**config.mk**
```make
export PLATFORM = sky130hd
export DESIGN_NAME = mme_ctrl
export DESIGN_NICKNAME = d
export VERILOG_FILES = /design/src/design/mme_pkg.sv /design/src/design/mme_ctrl.sv
export SDC_FILE = /design/constraint.sdc
export NUM_CORES = 1
export LEC_CHECK = 0
export BUFFER_PORTS_ARGS = -buffer_cell sky130_fd_sc_hd__buf_2
export CORE_AREA = 2 2 39 41
export DETAILED_ROUTE_END_ITERATION = 12
export DIE_AREA = 0 0 41 43
export MAX_ROUTING_LAYER = met4
export SETUP_SLACK_MARGIN = 0.5
export SLEW_MARGIN = 40
export SYNTH_ARGS = -nofsm -noshare
export SYNTH_HDL_FRONTEND = slang
export SYNTH_SLANG_ARGS = --single-unit
export TNS_END_PERCENT = 50
```
**constraint.sdc**
```tcl
create_clock -name clk -period 1.3 [get_ports clk]
set_input_delay 0.065 -clock clk [delete_from_list [all_inputs] [get_ports clk]]
set_output_delay 0.065 -clock clk [all_outputs]
set_load 0.05 [all_outputs]
```
**src/design/mme_pkg.sv**
```systemverilog
// ----------------------------------------------------------------------------
// mme_pkg
// Shared types and constants for the matrix multiply engine: field widths,
// controller states and the command/status bundles between control and datapath.
// ----------------------------------------------------------------------------
package mme_pkg;

	// default matrix dimension
	localparam int DIM_DEFAULT = 16;

	// fixed field widths
	localparam int IDX_IN_W = 4;
	localparam int ELEM_W   = 16;
	localparam int PROD_W   = 2 * ELEM_W;
	localparam int ACC_W    = 48;

	// item modes
	localparam logic MODE_LOAD = 1'b0;
	localparam logic MODE_READ = 1'b1;

	// controller states
	typedef enum logic [1:0] {
		ST_IDLE,
		ST_ISSUE,
		ST_DRAIN
	} state_t;

	// controller to datapath
	typedef struct packed {
		logic capture;
		logic issue;
		logic last;
	} ctl_cmd_t;

	// datapath to controller
	typedef struct packed {
		logic last_done;
	} dp_status_t;

endpackage

```
**src/design/mme_ctrl.sv**
```systemverilog
// ----------------------------------------------------------------------------
// mme_ctrl
// Sequencer for read items: walks the inner index over DIM steps, then waits
// for the multiply-accumulate pipeline to drain.
// ----------------------------------------------------------------------------
module mme_ctrl #(
	parameter int DIM = mme_pkg::DIM_DEFAULT
) (
	input  logic                      clk,
	input  logic                      arst_n,
	input  logic                      start,
	input  logic                      mode,
	input  mme_pkg::dp_status_t       status,
	output mme_pkg::ctl_cmd_t         cmd,
	output logic [$clog2(DIM)-1:0]    k,
	output logic                      busy
);

	localparam int IDX_W = $clog2(DIM);
	localparam logic [IDX_W-1:0] K_LAST = IDX_W'(DIM - 1);

	mme_pkg::state_t state_q, state_d;
	logic [IDX_W-1:0] k_q;
	logic             accept;
	logic             k_last;

	assign accept = start && (state_q == mme_pkg::ST_IDLE);
	assign k_last = (k_q == K_LAST);
	assign k      = k_q;

	// state register and inner index counter
	always_ff @(posedge clk or negedge arst_n) begin
		if (!arst_n) begin
			state_q <= mme_pkg::ST_IDLE;
			k_q     <= '0;
		end else begin
			state_q <= state_d;
			if (state_q == mme_pkg::ST_ISSUE) begin
				k_q <= k_last ? '0 : k_q + 1'b1;
			end else begin
				k_q <= '0;
			end
		end
	end

	// next state
	always_comb begin
		state_d = state_q;
		case (state_q)
			mme_pkg::ST_IDLE: begin
				if (accept && (mode == mme_pkg::MODE_READ)) begin
					state_d = mme_pkg::ST_ISSUE;
				end
			end
			mme_pkg::ST_ISSUE: begin
				if (k_last) begin
					state_d = mme_pkg::ST_DRAIN;
				end
			end
			mme_pkg::ST_DRAIN: begin
				if (status.last_done) begin
					state_d = mme_pkg::ST_IDLE;
				end
			end
			default: begin
				state_d = mme_pkg::ST_IDLE;
			end
		endcase
	end

	// outputs
	always_comb begin
		cmd.capture = 1'b0;
		cmd.issue   = 1'b0;
		cmd.last    = 1'b0;
		busy        = 1'b1;
		case (state_q)
			mme_pkg::ST_IDLE: begin
				busy        = 1'b0;
				cmd.capture = accept && (mode == mme_pkg::MODE_READ);
			end
			mme_pkg::ST_ISSUE: begin
				cmd.issue = 1'b1;
				cmd.last  = k_last;
			end
			mme_pkg::ST_DRAIN: begin
				busy = 1'b1;
			end
			default: begin
				busy = 1'b1;
			end
		endcase
	end

endmodule

```
==> qor.csv <==
metric,value,unit
wire per inst,11.58,µm
DP Worst Slack,0.2066,ns
CTS Buf Count,3,
post-synthesis area per instance,10.84,µm²
clock share of power,11.0,%
combinational share of power,64.9,%
most frequent cells in the layout,"buf_4, buf_2, dfrtp_2, buf_6",
WP buf/inv,1,
Port-buffer cells,12,
clock tree buffer depth,2,
minimum clock period,1.191,ns
Initial Util,21.16,%
share of layout cells above drive strength 1,72.00,%
gr usage total,11.28,%
library cells used by synthesis,19,
DR DRC count,0,
met2 usage,15.94,%
post-synthesis cell area,292.8,µm²
arrival time worst endpoint,1.13,ns
Setup crit end kind,output pin,
skew final,0.001758,ns
r2r setup slk,0.12,ns
Core Region,0.001384,mm²
Tcrit/Tclk final,91.60,%
GR Util met3,3.141,%
Layout area overhead,93.16,%
vias in the first global route,297,
post-synthesis sequential area ratio,51.28,%
initial antenna violation count,0,
Critical Path Start Type,register,
Max Clock Freq,839.7,MHz
Critical Path RT,1.24,ns
Worst-Margin Slew,0.2500,ns
"Net Count, Synth",33,
Crit path max-delay family,flip-flops,
# rows,14,
switch share,48.14,%
endpoints failing hold,0,
status,"finished, final reports clean",
Fillers,136,
IO Pins,13,
Max Cap Viol,0,
Power Density,2730,mW/mm²
clk_lat worst skew,0.24,ns
final-report setup violation count,0,
GR peak layer,met2,
die area,0.001763,mm²
Slew Limit Headroom,83.45,%
global route overflow,0,
FF+latch area,155.1,µm²
largest net degree at the start of global routing,7,
WL final,764,µm
clock sinks,6,
Worst path max stage delay,0.38,ns
Synth Register Bits,6,
DRT antenna net count,0,
Internal,800.6,µW
NumNets Final,58,
"commonest non-fill, non-tap cell in the layout",buf_4,
worst min path class,in -> reg,
static leakage,0.0002514,µW
CP max FO,2,
CTS tree,built,
footprint of the multi-input gates,178.9,µm²
Die Ht,43,µm
Ant. Diodes,0,
Clock transition at path regs,0.05,ns
Setup TNS,0,ns
Cells after Synth,27,
via count,282,
RSZ-0062 raised after global routing,yes,
router iterations before antenna repair,2,
Sw Pwr,743.1,µW
GP Congestion,0.7218,
H-Tree Depth,1,
warnings from Yosys,0,
M1 GR Usage,15.08,%
Slew Limit Fails,0,
Initial DRC Count,2,
Die X,41,µm
first-pass GRT wire length,1283,µm
Vias/cell,4.273,
"Cell Chain, Critical Path",or2_4 > nor2_4 > buf_8,
CP max-delay cell,dfrtp_1,
Flop pwr share,24.1,%
Clock Tree Root,clkbuf_4,
Worst Hold Depth,3,
R2R cell count,4,
final worst setup slack,0.1092,ns
WS Path Type,reg -> out,
Critical Path Stages,3,
VDD IR-drop max,0.001692,V
[stage by stage]
| step | hold slack [ns] | cell area [µm²] | instances | power [µW] | utilization [%] |
|---|---|---|---|---|---|
| floorplan | -0.2306 | 340.3 | 27 | 974.2 | - |
| global placement | -0.1001 | 412.9 | 54 | 1102 | 29.84 |
| detailed placement | -0.09915 | 412.9 | 54 | 1104 | 29.84 |
| CTS | 0.09769 | 529.3 | 65 | 1490 | 38.25 |
| global route | 0.1083 | 565.5 | 66 | 1658 | 40.87 |
| finish | 0.1033 | 565.5 | 66 | 1544 | 40.87 |
[registers in the layout (all words and copies together) (netlist names)]
signal	cells
state_q	2
k	4
[path summary, 6_finish.rpt]
kind                               to  startpoint
max                            cmd[2]  state_q[0]
min                        state_q[1]      status
max reg2reg                      k[3]        k[0]
min reg2reg                state_q[0]  state_q[1]
max in group asynchronous        k[3]      arst_n
min in group asynchronous  state_q[0]      arst_n
[cells by family after synthesis]
family,synth area share (%)
adder cells (fa/ha/maj),4.273
flip-flops,51.28
AND/OR/NAND/NOR,23.94
buffers and inverters,3.846
XOR/XNOR,2.992
AO/OA/AOI/OAI,13.68
[layout make-up]
type	instances	area share [%]
tap	16	3.540
timing repair buffer	21	32.30
clock buffer	3	3.982
sequential	6	27.43
multi-input combinational	19	31.64
inverter	1	1.106
[Yosys cell counts (all sizes together)]
cell type,number,share of area (%)
nor2,3,3.8
a31oi,1,2.1
o22ai,1,2.1
or2,2,4.3
inv,1,1.3
buf,1,2.6
xnor2,1,3.0
nor3b,1,2.6
nand2,2,2.6
nand3,1,1.7
dfrtp,6,51
a311oi,1,5.1
a21oi,1,1.7
a21o,1,2.6
and2,1,2.1
ha,1,4.3
nand2b,2,6.8
[metal layers]
layer  vias to the layer above  part of all wire, %
met5                         -                    0
met4                         0                    0
met3                         0                  8.2
met2                        13                   48
met1                       131                   43
li1                        138                    -
[power by group through the flow]
stage	Clock, µW	Sequential, µW	Combinational, µW
final	169	372	1000
after global routing	189	386	1080
after CTS	178	371	941
after floorplan	0	582	392
after detailed placement	0	398	706
after global placement	0	398	704
[timing repair]
action / in CTS / in global routing
cloned: 0 / 0
endpoints found under the setup margin: 14 / 14
gates resized for setup: 11 / 9
endpoints found under the hold margin: 6 / 0
pin swaps: 3 / 1
setup buffers: 7 / 1
hold buffers: 1 / 0
[worst reg2reg max path, cell delays in order, from the launching register on]
cell and delay (ns):
dfrtp_2 0.42, ha_4 0.18, buf_4 0.13, a21o_1 0.17, a311oi_2 0.19
No activity file was read; power rests on OpenSTA's default activity.
